===== config.mk =====
export PLATFORM = sky130hd
export DESIGN_NAME = periodic_deadline_timer_unit
export DESIGN_NICKNAME = d
export VERILOG_FILES = /design/src/rtl/core/pdt_pkg.sv /design/src/rtl/core/pdt_mul.sv /design/src/rtl/core/pdt_div.sv /design/src/rtl/core/periodic_deadline_timer_unit.sv
export SDC_FILE = /design/constraint.sdc
export NUM_CORES = 2
export LEC_CHECK = 0
export BUFFER_PORTS_ARGS = -buffer_cell sky130_fd_sc_hd__buf_2
export CAP_MARGIN = 30
export CORE_MARGIN = 2
export CORE_UTILIZATION = 41
export DETAILED_ROUTE_END_ITERATION = 8
export SYNTH_ARGS = -nofsm -noshare
export SYNTH_HDL_FRONTEND = slang
export SYNTH_SLANG_ARGS = --single-unit
export TNS_END_PERCENT = 30

===== constraint.sdc =====
create_clock -name clk -period 3.95 [get_ports clk]
set_input_delay 0.1975 -clock clk [delete_from_list [all_inputs] [get_ports clk]]
set_output_delay 0.1975 -clock clk [all_outputs]
set_load 0.01 [all_outputs]

===== src/rtl/core/pdt_pkg.sv =====
`timescale 1ns / 1ps
// ----------------------------------------------------------------------------
// pdt_pkg: shared codes and constants of the periodic deadline timer
// Item kinds, configuration register indexes, unit codes and unit scale
// factors used by the timer core and its serial scaler.
// ----------------------------------------------------------------------------
package pdt_pkg;

    // item kind carried on s_tuser
    localparam logic [1:0] MODE_ARM     = 2'd0;
    localparam logic [1:0] MODE_POLL    = 2'd1;
    localparam logic [1:0] MODE_CONSUME = 2'd2;

    // configuration register indexes
    localparam int unsigned CFG_IDX_W = 2;
    localparam logic [CFG_IDX_W-1:0] CFG_COUNT_RAW   = 2'd0;
    localparam logic [CFG_IDX_W-1:0] CFG_TIMER_FLAGS = 2'd1;
    localparam logic [CFG_IDX_W-1:0] CFG_SINGLE_FIRE = 2'd2;

    // unit field of timer_flags (bits 2:0); bit 3 selects absolute mode
    localparam int unsigned FLAG_ABS_BIT = 3;
    localparam logic [2:0] UNIT_MS = 3'b000;
    localparam logic [2:0] UNIT_S  = 3'b001;
    localparam logic [2:0] UNIT_US = 3'b010;
    localparam logic [2:0] UNIT_NS = 3'b100;

    // scale factors to nanoseconds
    localparam int unsigned MULT_W = 30;
    localparam logic [MULT_W-1:0] NS_PER_S  = 30'd1_000_000_000;
    localparam logic [MULT_W-1:0] NS_PER_MS = 30'd1_000_000;
    localparam logic [MULT_W-1:0] NS_PER_US = 30'd1_000;
    localparam logic [MULT_W-1:0] NS_PER_NS = 30'd1;

    // result field width and expiration count clamp
    localparam int unsigned COUNT_W = 63;
    localparam logic [63:0] EXTRA_CLAMP = 64'h7FFF_FFFF_FFFF_FFFE;

endpackage


===== src/rtl/core/pdt_mul.sv =====
`timescale 1ns / 1ps
// ----------------------------------------------------------------------------
// pdt_mul: serial shift-add scaler with saturation
// Consumes one bit of the scale factor per cycle; flags saturation when the
// product leaves the W-bit range.
// ----------------------------------------------------------------------------
module pdt_mul
    import pdt_pkg::*;
#(
    parameter int unsigned W = 64
)
(
    input  logic              clk,
    input  logic              rst_n,
    input  logic              start,
    input  logic [W-1:0]      multiplicand,
    input  logic [MULT_W-1:0] multiplier,
    output logic              done,
    output logic [W-1:0]      product,
    output logic              saturated
);

    logic              busy_reg, busy_next;
    logic [W-1:0]      addend_reg, addend_next;
    logic              addend_ovf_reg, addend_ovf_next;
    logic [MULT_W-1:0] mrem_reg, mrem_next;
    logic [W-1:0]      acc_reg, acc_next;
    logic              sat_reg, sat_next;
    logic [W:0]        sum;

    assign sum = {1'b0, acc_reg} + {1'b0, addend_reg};

    always_comb
    begin
        busy_next       = busy_reg;
        addend_next     = addend_reg;
        addend_ovf_next = addend_ovf_reg;
        mrem_next       = mrem_reg;
        acc_next        = acc_reg;
        sat_next        = sat_reg;
        if (start)
        begin
            busy_next       = 1'b1;
            addend_next     = multiplicand;
            addend_ovf_next = 1'b0;
            mrem_next       = multiplier;
            acc_next        = '0;
            sat_next        = 1'b0;
        end
        else if (busy_reg)
        begin
            if (mrem_reg == '0)
            begin
                busy_next = 1'b0;
            end
            else
            begin
                // add the shifted operand where the scale bit is set
                if (mrem_reg[0])
                begin
                    acc_next = sum[W-1:0];
                    if (sum[W] || addend_ovf_reg)
                    begin
                        sat_next = 1'b1;
                    end
                end
                addend_ovf_next = addend_ovf_reg | addend_reg[W-1];
                addend_next     = {addend_reg[W-2:0], 1'b0};
                mrem_next       = {1'b0, mrem_reg[MULT_W-1:1]};
            end
        end
    end

    always_ff @(posedge clk or negedge rst_n)
    begin
        if (!rst_n)
        begin
            busy_reg       <= 1'b0;
            addend_reg     <= '0;
            addend_ovf_reg <= 1'b0;
            mrem_reg       <= '0;
            acc_reg        <= '0;
            sat_reg        <= 1'b0;
        end
        else
        begin
            busy_reg       <= busy_next;
            addend_reg     <= addend_next;
            addend_ovf_reg <= addend_ovf_next;
            mrem_reg       <= mrem_next;
            acc_reg        <= acc_next;
            sat_reg        <= sat_next;
        end
    end

    assign done      = busy_reg && (mrem_reg == '0);
    assign product   = acc_reg;
    assign saturated = sat_reg;

endmodule


===== src/rtl/core/pdt_div.sv =====
`timescale 1ns / 1ps
// ----------------------------------------------------------------------------
// pdt_div: radix-2 restoring divider
// Shifts one quotient bit in per cycle and produces quotient and remainder.
// ----------------------------------------------------------------------------
module pdt_div
#(
    parameter int unsigned W = 64
)
(
    input  logic         clk,
    input  logic         rst_n,
    input  logic         start,
    input  logic [W-1:0] dividend,
    input  logic [W-1:0] divisor,
    output logic         done,
    output logic [W-1:0] quotient,
    output logic [W-1:0] remainder
);

    localparam int unsigned CNT_W = $clog2(W);

    logic             busy_reg, busy_next;
    logic             done_reg, done_next;
    logic [CNT_W-1:0] cnt_reg, cnt_next;
    logic [W-1:0]     quo_reg, quo_next;
    logic [W-1:0]     rem_reg, rem_next;
    logic [W-1:0]     dvs_reg, dvs_next;
    logic [W:0]       shifted;
    logic [W+1:0]     trial;

    assign shifted = {rem_reg, quo_reg[W-1]};
    assign trial   = {1'b0, shifted} - {2'b00, dvs_reg};

    always_comb
    begin
        busy_next = busy_reg;
        done_next = 1'b0;
        cnt_next  = cnt_reg;
        quo_next  = quo_reg;
        rem_next  = rem_reg;
        dvs_next  = dvs_reg;
        if (start)
        begin
            busy_next = 1'b1;
            cnt_next  = '0;
            quo_next  = dividend;
            rem_next  = '0;
            dvs_next  = divisor;
        end
        else if (busy_reg)
        begin
            // keep the trial difference unless it went negative
            if (trial[W+1])
            begin
                rem_next = shifted[W-1:0];
            end
            else
            begin
                rem_next = trial[W-1:0];
            end
            quo_next = {quo_reg[W-2:0], ~trial[W+1]};
            cnt_next = cnt_reg + 1'b1;
            if (cnt_reg == CNT_W'(W - 1))
            begin
                busy_next = 1'b0;
                done_next = 1'b1;
            end
        end
    end

    always_ff @(posedge clk or negedge rst_n)
    begin
        if (!rst_n)
        begin
            busy_reg <= 1'b0;
            done_reg <= 1'b0;
            cnt_reg  <= '0;
            quo_reg  <= '0;
            rem_reg  <= '0;
            dvs_reg  <= '0;
        end
        else
        begin
            busy_reg <= busy_next;
            done_reg <= done_next;
            cnt_reg  <= cnt_next;
            quo_reg  <= quo_next;
            rem_reg  <= rem_next;
            dvs_reg  <= dvs_next;
        end
    end

    assign done      = done_reg;
    assign quotient  = quo_reg;
    assign remainder = rem_reg;

endmodule


===== src/rtl/core/periodic_deadline_timer_unit.sv =====
`timescale 1ns / 1ps
// ----------------------------------------------------------------------------
// periodic_deadline_timer_unit: deadline timer with reload and overrun count
// Arms a deadline from a scaled count, reports due expirations and advances
// a periodic deadline to the next period boundary on consume.
// ----------------------------------------------------------------------------
//
//  channel | direction | handshake          | beat
//  --------+-----------+--------------------+-----------------------------------
//  s_*     | in        | s_tvalid/s_tready  | kind on tuser, now/wall on tdata
//  m_*     | out       | m_tvalid/m_tready  | count, valid, deadline, error
//  cfg_*   | in        | cfg_valid/cfg_ready| register index and write data
//
//  Arm beat: S_EVAL, S_MUL until the serial scaler is done, S_ADJ, S_ADD, S_DONE.
//  Poll beat that needs a division: S_EVAL, S_DIV until the radix-2 divider is
//  done, S_DONE; a consume adds S_FIN before S_DONE. A beat that needs no division,
//  or an arm with a bad unit combination, goes from S_EVAL straight to S_DONE.
//  One beat at a time: s_tready is high only while the sequencer is idle; a
//  finished result waits in the output register, and the sequencer stalls in
//  its last state only while that register is still full.
//  Reset clears the deadline, the reload interval and all config registers.
// ----------------------------------------------------------------------------
module periodic_deadline_timer_unit
    import pdt_pkg::*;
#(
    parameter int unsigned TIME_WIDTH = 64
)
(
    input  logic                 clk,
    input  logic                 rst_n,
    // input stream
    input  logic                 s_tvalid,
    output logic                 s_tready,
    input  logic [127:0]         s_tdata,   // [63:0] now_time, [127:64] wall_clock
    input  logic [1:0]           s_tuser,   // [1:0] mode
    // result stream
    output logic                 m_tvalid,
    input  logic                 m_tready,
    output logic [135:0]         m_tdata,   // [62:0] expiration_count,
                                            // [63] deadline_valid,
                                            // [127:64] next_deadline,
                                            // [128] arm_error, [135:129] zero
    // configuration writes
    input  logic                 cfg_valid,
    output logic                 cfg_ready,
    input  logic [CFG_IDX_W-1:0] cfg_index,
    input  logic [63:0]          cfg_data
);

    localparam int unsigned TW = TIME_WIDTH;
    localparam logic [TW-1:0] TMAX = {TW{1'b1}};

    typedef enum logic [7:0] {
        S_IDLE = 8'b0000_0001,
        S_EVAL = 8'b0000_0010,
        S_MUL  = 8'b0000_0100,
        S_ADJ  = 8'b0000_1000,
        S_ADD  = 8'b0001_0000,
        S_DIV  = 8'b0010_0000,
        S_FIN  = 8'b0100_0000,
        S_DONE = 8'b1000_0000
    } state_t;

    state_t state_reg, state_next;

    // configuration
    logic [TW-1:0] count_raw_reg, count_raw_next;
    logic [3:0]    flags_reg, flags_next;
    logic          single_fire_reg, single_fire_next;

    // timer state
    logic [TW-1:0] deadline_reg, deadline_next;
    logic          armed_reg, armed_next;
    logic [TW-1:0] reload_reg, reload_next;

    // captured beat and working values
    logic [1:0]         mode_reg, mode_next;
    logic [TW-1:0]      now_reg, now_next;
    logic [TW-1:0]      wall_reg, wall_next;
    logic [TW-1:0]      off_reg, off_next;
    logic [COUNT_W-1:0] cnt_reg, cnt_next;
    logic               err_reg, err_next;

    // output register
    logic               m_valid_reg, m_valid_next;
    logic [COUNT_W-1:0] o_count_reg, o_count_next;
    logic               o_armed_reg, o_armed_next;
    logic [63:0]        o_deadline_reg, o_deadline_next;
    logic               o_err_reg, o_err_next;

    // serial units
    logic              mul_start, mul_done, mul_sat;
    logic [TW-1:0]     mul_prod;
    logic [MULT_W-1:0] mul_factor;
    logic              unit_ok;
    logic              div_start, div_done;
    logic [TW-1:0]     div_quo, div_rem;

    // shared datapath terms
    logic [TW:0]   elapsed;     // now - deadline, borrow in the top bit
    logic [TW-1:0] dur;
    logic [TW:0]   dur_minus_wall;
    logic [TW:0]   now_plus_off;
    logic [63:0]   extra;
    logic          load_out;

    assign elapsed        = {1'b0, now_reg} - {1'b0, deadline_reg};
    assign dur            = mul_sat ? TMAX : mul_prod;
    assign dur_minus_wall = {1'b0, dur} - {1'b0, wall_reg};
    assign now_plus_off   = {1'b0, now_reg} + {1'b0, off_reg};
    assign extra          = (64'(div_quo) > EXTRA_CLAMP) ? EXTRA_CLAMP : 64'(div_quo);

    // pick the scale factor; more than one unit bit is an error
    always_comb
    begin
        unit_ok    = 1'b1;
        mul_factor = NS_PER_MS;
        case (flags_reg[2:0])
            UNIT_MS: mul_factor = NS_PER_MS;
            UNIT_S:  mul_factor = NS_PER_S;
            UNIT_US: mul_factor = NS_PER_US;
            UNIT_NS: mul_factor = NS_PER_NS;
            default: unit_ok    = 1'b0;
        endcase
    end

    assign mul_start = (state_reg == S_EVAL) && (mode_reg == MODE_ARM) && unit_ok;
    assign div_start = (state_reg == S_EVAL) && (mode_reg != MODE_ARM) && armed_reg
                       && !elapsed[TW] && (reload_reg != '0);

    pdt_mul #(
        .W (TW)
    ) u_mul (
        .clk          (clk),
        .rst_n        (rst_n),
        .start        (mul_start),
        .multiplicand (count_raw_reg),
        .multiplier   (mul_factor),
        .done         (mul_done),
        .product      (mul_prod),
        .saturated    (mul_sat)
    );

    pdt_div #(
        .W (TW)
    ) u_div (
        .clk       (clk),
        .rst_n     (rst_n),
        .start     (div_start),
        .dividend  (elapsed[TW-1:0]),
        .divisor   (reload_reg),
        .done      (div_done),
        .quotient  (div_quo),
        .remainder (div_rem)
    );

    assign load_out = (state_reg == S_DONE) && (!m_valid_reg || m_tready);

    always_comb
    begin
        state_next       = state_reg;
        count_raw_next   = count_raw_reg;
        flags_next       = flags_reg;
        single_fire_next = single_fire_reg;
        deadline_next    = deadline_reg;
        armed_next       = armed_reg;
        reload_next      = reload_reg;
        mode_next        = mode_reg;
        now_next         = now_reg;
        wall_next        = wall_reg;
        off_next         = off_reg;
        cnt_next         = cnt_reg;
        err_next         = err_reg;
        m_valid_next     = m_valid_reg;
        o_count_next     = o_count_reg;
        o_armed_next     = o_armed_reg;
        o_deadline_next  = o_deadline_reg;
        o_err_next       = o_err_reg;

        // register writes; out-of-range indexes are dropped
        if (cfg_valid)
        begin
            case (cfg_index)
                CFG_COUNT_RAW:   count_raw_next   = cfg_data[TW-1:0];
                CFG_TIMER_FLAGS: flags_next       = cfg_data[3:0];
                CFG_SINGLE_FIRE: single_fire_next = cfg_data[0];
                default:         ;
            endcase
        end

        case (state_reg)
            S_IDLE:
            begin
                if (s_tvalid)
                begin
                    mode_next  = s_tuser;
                    now_next   = s_tdata[TW-1:0];
                    wall_next  = s_tdata[64+TW-1:64];
                    state_next = S_EVAL;
                end
            end
            S_EVAL:
            begin
                cnt_next = '0;
                err_next = 1'b0;
                if (mode_reg == MODE_ARM)
                begin
                    if (unit_ok)
                    begin
                        state_next = S_MUL;
                    end
                    else
                    begin
                        // bad unit combination: disarm and flag
                        err_next      = 1'b1;
                        armed_next    = 1'b0;
                        deadline_next = '0;
                        reload_next   = '0;
                        state_next    = S_DONE;
                    end
                end
                else if (!armed_reg || elapsed[TW])
                begin
                    state_next = S_DONE;
                end
                else if (reload_reg == '0)
                begin
                    // single expiration; consume disarms
                    cnt_next = COUNT_W'(1);
                    if (mode_reg == MODE_CONSUME)
                    begin
                        armed_next    = 1'b0;
                        deadline_next = '0;
                        reload_next   = '0;
                    end
                    state_next = S_DONE;
                end
                else
                begin
                    state_next = S_DIV;
                end
            end
            S_MUL:
            begin
                if (mul_done)
                begin
                    if (flags_reg[FLAG_ABS_BIT])
                    begin
                        off_next    = dur_minus_wall[TW] ? '0 : dur_minus_wall[TW-1:0];
                        reload_next = '0;
                    end
                    else
                    begin
                        off_next    = dur;
                        reload_next = single_fire_reg ? '0 : dur;
                    end
                    state_next = S_ADJ;
                end
            end
            S_ADJ:
            begin
                // saturating now + offset
                deadline_next = now_plus_off[TW] ? TMAX : now_plus_off[TW-1:0];
                armed_next    = 1'b1;
                state_next    = S_ADD;
            end
            S_ADD:
            begin
                state_next = S_DONE;
            end
            S_DIV:
            begin
                if (div_done)
                begin
                    cnt_next = extra[COUNT_W-1:0] + COUNT_W'(1);
                    off_next = reload_reg - div_rem;
                    if (mode_reg == MODE_CONSUME)
                    begin
                        state_next = S_FIN;
                    end
                    else
                    begin
                        state_next = S_DONE;
                    end
                end
            end
            S_FIN:
            begin
                // advance to the next boundary; disarm if it runs off the end
                if (now_plus_off[TW])
                begin
                    armed_next    = 1'b0;
                    deadline_next = '0;
                    reload_next   = '0;
                end
                else
                begin
                    deadline_next = now_plus_off[TW-1:0];
                end
                state_next = S_DONE;
            end
            S_DONE:
            begin
                if (load_out)
                begin
                    state_next = S_IDLE;
                end
            end
            default:
            begin
                state_next = S_IDLE;
            end
        endcase

        // output register: take the result, drop it once taken
        if (load_out)
        begin
            m_valid_next    = 1'b1;
            o_count_next    = cnt_reg;
            o_armed_next    = armed_reg;
            o_deadline_next = armed_reg ? 64'(deadline_reg) : 64'd0;
            o_err_next      = err_reg;
        end
        else if (m_tready)
        begin
            m_valid_next = 1'b0;
        end
    end

    always_ff @(posedge clk or negedge rst_n)
    begin
        if (!rst_n)
        begin
            state_reg       <= S_IDLE;
            count_raw_reg   <= '0;
            flags_reg       <= '0;
            single_fire_reg <= 1'b0;
            deadline_reg    <= '0;
            armed_reg       <= 1'b0;
            reload_reg      <= '0;
            mode_reg        <= '0;
            now_reg         <= '0;
            wall_reg        <= '0;
            off_reg         <= '0;
            cnt_reg         <= '0;
            err_reg         <= 1'b0;
            m_valid_reg     <= 1'b0;
            o_count_reg     <= '0;
            o_armed_reg     <= 1'b0;
            o_deadline_reg  <= '0;
            o_err_reg       <= 1'b0;
        end
        else
        begin
            state_reg       <= state_next;
            count_raw_reg   <= count_raw_next;
            flags_reg       <= flags_next;
            single_fire_reg <= single_fire_next;
            deadline_reg    <= deadline_next;
            armed_reg       <= armed_next;
            reload_reg      <= reload_next;
            mode_reg        <= mode_next;
            now_reg         <= now_next;
            wall_reg        <= wall_next;
            off_reg         <= off_next;
            cnt_reg         <= cnt_next;
            err_reg         <= err_next;
            m_valid_reg     <= m_valid_next;
            o_count_reg     <= o_count_next;
            o_armed_reg     <= o_armed_next;
            o_deadline_reg  <= o_deadline_next;
            o_err_reg       <= o_err_next;
        end
    end

    assign s_tready  = (state_reg == S_IDLE);
    assign cfg_ready = 1'b1;
    assign m_tvalid  = m_valid_reg;
    assign m_tdata   = {7'd0, o_err_reg, o_deadline_reg, o_armed_reg, o_count_reg};

endmodule


; Word-level counts from Yosys, hierarchy flattened
; Index checks and enable logic that the tools add are counted.
[classes]
magnitude_cmp = 1
n_addsub = 8
n_eq_ne = 25
bitwise = 2
reduce_logical = 45
mux = 83
[ops]
columns = cell, count
row1 = 64-bit two-way mux, 29
row2 = 64-bit case mux with 3 select lines, 2
row3 = 64-bit by 64-bit adder with 65-bit output, 2
row4 = 64-bit by 64-bit subtractor with 65-bit output, 2
row5 = 64-bit case mux with 2 select lines, 1
row6 = 63-bit two-way mux, 2
row7 = 63-bit case mux with 2 select lines, 1
row8 = 30-bit two-way mux, 3
row9 = 30-bit case mux with 3 select lines, 1
row10 = 8-bit two-way mux, 9
row11 = 65-bit by 64-bit subtractor with 66-bit output, 1
row12 = "64-bit by 63-bit greater-than comparator with 1-bit output, second input constant", 1
row13 = 64-bit zero test, 1
row14 = 64-bit nonzero test, 1
row15 = 64-bit subtractor, 1
row16 = "63-bit by 1-bit adder with 63-bit output, second input constant", 1
row17 = 8-bit case mux with 7 select lines, 1
row18 = 1-bit two-way mux, 31
row19 = 30-bit zero test, 1
row20 = 2-bit nonzero test, 8
row21 = 6-bit two-way mux, 2
row22 = 2-bit AND reduction, 6
row23 = "2-bit inequality test, second input constant", 5
row24 = "8-bit by 1-bit == test with 1-bit output, second input constant", 1
row25 = 33 further kinds, 51
[word_totals]
regBits = 955
in_bits = 201
output_inout_bits = 139
elab_cells = 194

; Logic depth before layout (Yosys ltp)
[depth]
ltp_word = 7
ltp_mapped = 19
ltp_nobuf = 16

; Cells and area by module
; From an unflattened synthesis, not the netlist that was laid out.
[unflattened]
cells_unflattened = 7688
hier_area_um2 = 65061.1
[modules_own_cells]
columns = mod, seq_area_each_um2, instances, cells_each, area_each_um2
row1 = periodic_deadline_timer_unit, 14865.5, 1, 4988, 41508.6
row2 = pdt_div, 5004.8, 1, 1496, 12856.1
row3 = pdt_mul, 4028.9, 1, 1204, 10696.5

; Worst setup path after synthesis
; OpenSTA, ideal clock, no wires.
[synth_path]
path_type = register -> register
start = reg u_mul.sat_reg (netlist: u_mul.saturated)
end = reg off_reg[56]
setup_ns = 0.094
path_slack_ns = -0.337
arrival_ns = 4.193
n_path_buf = 3
required_time_ns = 3.856
stages_incl_launch_ff = 19
path_cell_list = dfrtp_1 -> clkbuf_1 -> clkbuf_1 -> nor2_1 -> ha_1 -> fa_1 -> nand2b_1 -> a211o_1 -> a21oi_1 -> a21o_1 -> a31oi_1 -> o41ai_2 -> a21oi_1 -> o31ai_2 -> a31oi_1 -> o21ai_2 -> buf_2 -> a21oi_1 -> a211oi_1
[synth_between]
elab_chain_len = 6
[synth_rtl]
columns = item, line_no
row1 = "start, declared", pdt_mul.sv:28  ; logic sat_reg, sat_next;
row2 = "start signal, assigned", pdt_mul.sv:92  ; sat_reg <= sat_next;
row3 = 64-bit two-way mux (*), periodic_deadline_timer_unit.sv:108  ; assign dur = mul_sat ? TMAX : mul_prod;
row4 = 64-bit by 64-bit subtractor with 65-bit output, periodic_deadline_timer_unit.sv:109  ; assign dur_minus_wall = {1'b0, dur} - {1'b0, wall_reg};
row5 = 64-bit two-way mux, periodic_deadline_timer_unit.sv:249  ; off_next = dur_minus_wall[TW] ? '0 : dur_minus_wall[TW-1:0];
row6 = 64-bit two-way mux (*), periodic_deadline_timer_unit.sv:247  ; if (flags_reg[FLAG_ABS_BIT])
row7 = 64-bit two-way mux (*), periodic_deadline_timer_unit.sv:245  ; if (mul_done)
row8 = 64-bit case mux with 2 select lines (*), periodic_deadline_timer_unit.sv:191  ; case (state_reg)
row9 = "end signal, assigned", periodic_deadline_timer_unit.sv:365  ; off_reg <= off_next;
row10 = "end, declared", periodic_deadline_timer_unit.sv:80  ; logic [TW-1:0] off_reg, off_next;
; Mark *: on every way between the ends. The rest lies on a longest branch, timed or not. The select of a mux whose other input is x is not followed.
; A chain may end at the register's enable or synchronous reset.

; Worst setup path in the final report
[layout_path]
start = reg u_mul.sat_reg (netlist: u_mul.saturated)
end = reg off_reg[55]
; The elaborated chain is that of the path after synthesis.

==> results.ini <==
[status]
status=finished, violations left
violated_checks=negative setup slack

[synth]
synth_cell_type_count=95
post_synth.cell_area_avg_um2=8.22
synth_area_leader_cell=sky130_fd_sc_hd__dfrtp_1
ys_ff_latch=955
netlist_area_um2=63800
synth_top_area_share_pct=37.4
part_of_the_yosys_area_used_for_sequential_elements_pct=37.4
ys.flop_type=sky130_fd_sc_hd__dfrtp_1
synth_enable_flop_cells=0
async_flop_share_pct=100
yosysWarningCount=0
gate_count_of_the_mapped_netlist=7767
synthTopCellsByArea=sky130_fd_sc_hd__dfrtp_1, sky130_fd_sc_hd__ha_1, sky130_fd_sc_hd__nand2_1, sky130_fd_sc_hd__o21ai_0, sky130_fd_sc_hd__a21oi_1

[die]
top_level_ports=340
floorplan.initialDensity_pct=41.4
die_width_um=399
design.die.area_um2=159000
floorplan.rows=144
placeableCoreArea_um2=154000
die_height_um=399

[timing]
slew_headroom_pct=31.4
period_share_pct=102
period_needed_ns=4.02
fin_tns_setup_ns=-0.449
setup-violations-final=16
postLayoutSetupSlackWorst_ns=-0.0678
worst-slew-pin-transition_ns=1.03
finalClockSkew_ns=0.0532
maxClockFrequency_mhz=249
hold_violations=0
maxSlewViolCount=0
grt_setup_unrepaired=yes

[global_route]
gr-usage-all-layers_pct=29.6
pin_count_of_the_biggest_net_entering_global_routing=143
antenna_violations_before_repair=5
wire_length_of_the_first_global_routing_pass_mm=363
gr-total-overflow=0
grt_pass1_vias=60878

[placed_design]
post-dp-hpwl_mm=187
dp_worst_setup_slack_ns=-0.459
globalplace.congestion=1.05
place.port_buffers=331

[setup_path]
timing.setup.critical_path_class=reg -> reg
crit_chain=buf_12 -> nor2_1 -> inv_1 -> ha_1 -> a21o_1 -> a21oi_1 -> o21bai_1 -> or3_1 -> nor3_2 -> buf_4 -> nor3_4 -> o2111ai_2 -> a21oi_2 -> o31a_1 -> or3_1 -> a41oi_2 -> a21oi_1
cpLargestDelayFamily=compound AO/OA/AOI/OAI gates
reg2reg_setup_slack_ns=-0.07
critPathMaxFanout=24
reg2regPathDepth=17
worst_r2r_endpoint=off_reg[55]
critical_path.reg2reg.startpoint=u_mul.saturated
worstSetupStartpoint=u_mul.saturated
path_buf_inv=3
critPathRequiredTime_ns=4.57
slowest_delay_ns=0.46
critPathLaunchType=register
worstPathArrival_ns=4.63
crit_path_top_delay_cell=sky130_fd_sc_hd__dfrtp_2
critical_path.endpoint_type=register

[pwr]
p_int_mw=30.5
p_sw_share_pct=44.8
share_clk_of_total_power_pct=19.2
post-layout-total-power_mw=55.3
seq_power_share_pct=24.2
static-leakage-power_nw=37.9
netSwitchingPower_mw=24.7
vdd_drop_max_v=0.000432
p_comb_share_pct=56.6
p_per_area_nw_per_um2=691

[drt]
route.antenna.remaining_nets=0
detail_route.first_pass.iterations=6
drt_iter0_drc=5363
detailroute.via_count=62413
detail_route.vias_per_cell=5.74
routed_wl_mm=244
routedWlPerCell_um=22.4
detail_route.drc_violations=0

[clocking]
clkTransAtPathRegs_ns=0.06
worst_skew_pair.late_latency_ns=0.78
cts.sinks=955
clock_tree.buffer_depth=3
htree_num_levels=3
tritoncts=yes
cts-buffers-inserted=109
clk_root_buffer_cell=sky130_fd_sc_hd__clkbuf_16

[finish]
areaGrowthSynthToFinish_pct=25.2
drive_gt1_share_pct=19.4
layout_commonest_cell=sky130_fd_sc_hd__nand2_1
nNetsFinal=9341
commonest_cells_after_routing_fill_and_taps_aside=sky130_fd_sc_hd__nand2_1, sky130_fd_sc_hd__dfrtp_1, sky130_fd_sc_hd__buf_4
num-fill-cells=14476

[job]
timing.max_cap.violations=0

[worst_hold_path]
hold_crit_path_type=in -> async

## worst max-delay path by stage
stage,endpoint,slack (ns),cells past startpoint
6_report,off_reg[55],-0.07,17
4_1_cts,off_reg[55],-0.08,17
2_1_floorplan,off_reg[51],0.003,17
5_1_grt,off_reg[55],-0.21,18
3_5_place_dp,off_reg[55],-0.46,17
3_3_place_gp,off_reg[55],-0.45,17
## metal layers
layer | share of wire, % | up-vias | wire length [um] | GRT usage (%)
met4 | 6.7 | 4 | 16300 | 16.5
li1 | - | 29352 | - | -
met1 | 42 | 30219 | 102000 | 38.3
met3 | 6.1 | 588 | 14900 | 3.69
met2 | 45 | 2250 | 110000 | 48.2
met5 | 0.011 | - | 28 | 0
## cells by family (layout without fill, tap and decap cells)
| group | count (synthesis) | in the layout | synth area share, % |
|---|---|---|---|
| muxes | 213 | 213 | 3.62 |
| buffers and inverters | 901 | 1960 | 5.47 |
| xor gates and xnor gates | 378 | 378 | 5.19 |
| and+or+nand+nor | 2515 | 2515 | 17.2 |
| DFF | 955 | 955 | 37.4 |
| adders and majority gates | 391 | 391 | 7.73 |
| AOI/OAI and AO/OA | 2412 | 2412 | 23.3 |
| other | 2 | 11 | 0.0118 |
## synthesized netlist by cell type (21+ instances only)
library cell and instances:
sky130_fd_sc_hd__nor3_1 103, sky130_fd_sc_hd__inv_1 424, sky130_fd_sc_hd__and2_1 27, sky130_fd_sc_hd__a211oi_1 86
sky130_fd_sc_hd__nor4_1 46, sky130_fd_sc_hd__nand4_1 119, sky130_fd_sc_hd__a31oi_1 133, sky130_fd_sc_hd__a21o_1 264
sky130_fd_sc_hd__o21a_1 51, sky130_fd_sc_hd__buf_2 44, sky130_fd_sc_hd__clkbuf_1 400, sky130_fd_sc_hd__ha_1 385
sky130_fd_sc_hd__nor2b_1 50, sky130_fd_sc_hd__o211ai_1 25, sky130_fd_sc_hd__xnor2_1 222, sky130_fd_sc_hd__nand2_1 1197
sky130_fd_sc_hd__mux2_2 144, sky130_fd_sc_hd__a221oi_1 22, sky130_fd_sc_hd__o21ai_1 23, sky130_fd_sc_hd__nor2_1 608
sky130_fd_sc_hd__or3_1 26, sky130_fd_sc_hd__a21oi_1 629, sky130_fd_sc_hd__dfrtp_1 954, sky130_fd_sc_hd__xor2_1 156
sky130_fd_sc_hd__nand3_1 167, sky130_fd_sc_hd__o22ai_1 31, sky130_fd_sc_hd__a22oi_1 21, sky130_fd_sc_hd__o31ai_1 91
sky130_fd_sc_hd__o21bai_1 78, sky130_fd_sc_hd__and3_1 53, sky130_fd_sc_hd__o21ai_0 731, sky130_fd_sc_hd__mux2i_1 69
sky130_fd_sc_hd__nand2b_1 47
## final cells by class
cell class	count	area, um2	area share (%)
diodes	3	7.51	0.00939
clock buffers	145	3010	3.77
clock inverters	49	698	0.873
inverters	425	1600	2.00
multi-input cells	5917	37700	47.2
flip-flops and latches	955	23900	29.9
well taps	2044	2560	3.20
repair buffers	1341	10400	13.1
## power by group through the flow
stage | Clock, mW | Combinational [mW] | Sequential (mW)
finish | 10.6 | 31.3 | 13.4
global route | 11.1 | 33.5 | 13.6
CTS | 10.8 | 29.7 | 13.3
detailed placement | 0 | 29.0 | 13.5
global placement | 0 | 28.9 | 13.4
floorplan | 0 | 17.2 | 12.9
## metrics by stage
stage	hold slack [ns]	util [%]	instance area, um2	instances
5_1_grt	0.0788	51.8	79900	10876
3_3_place_gp	0.247	47.1	72700	10455
6_report	0.0574	51.8	80000	10879
3_5_place_dp	0.227	47.1	72800	10456
2_1_floorplan	-0.0981	-	63900	7773
4_1_cts	0.0349	51.1	78900	10857
## timing repair
| action | in CTS | in global routing |
|---|---|---|
| setup endpoints to repair | 387 | 363 |
| buffers inserted | 5 | 14 |
| gates cloned | 3 | 5 |
| hold endpoints to repair | 332 | 0 |
| pin swaps | 17 | 35 |
| gates resized for setup | 91 | 163 |
| hold buffers | 199 | 0 |
Power figures use the tool's default switching activity.
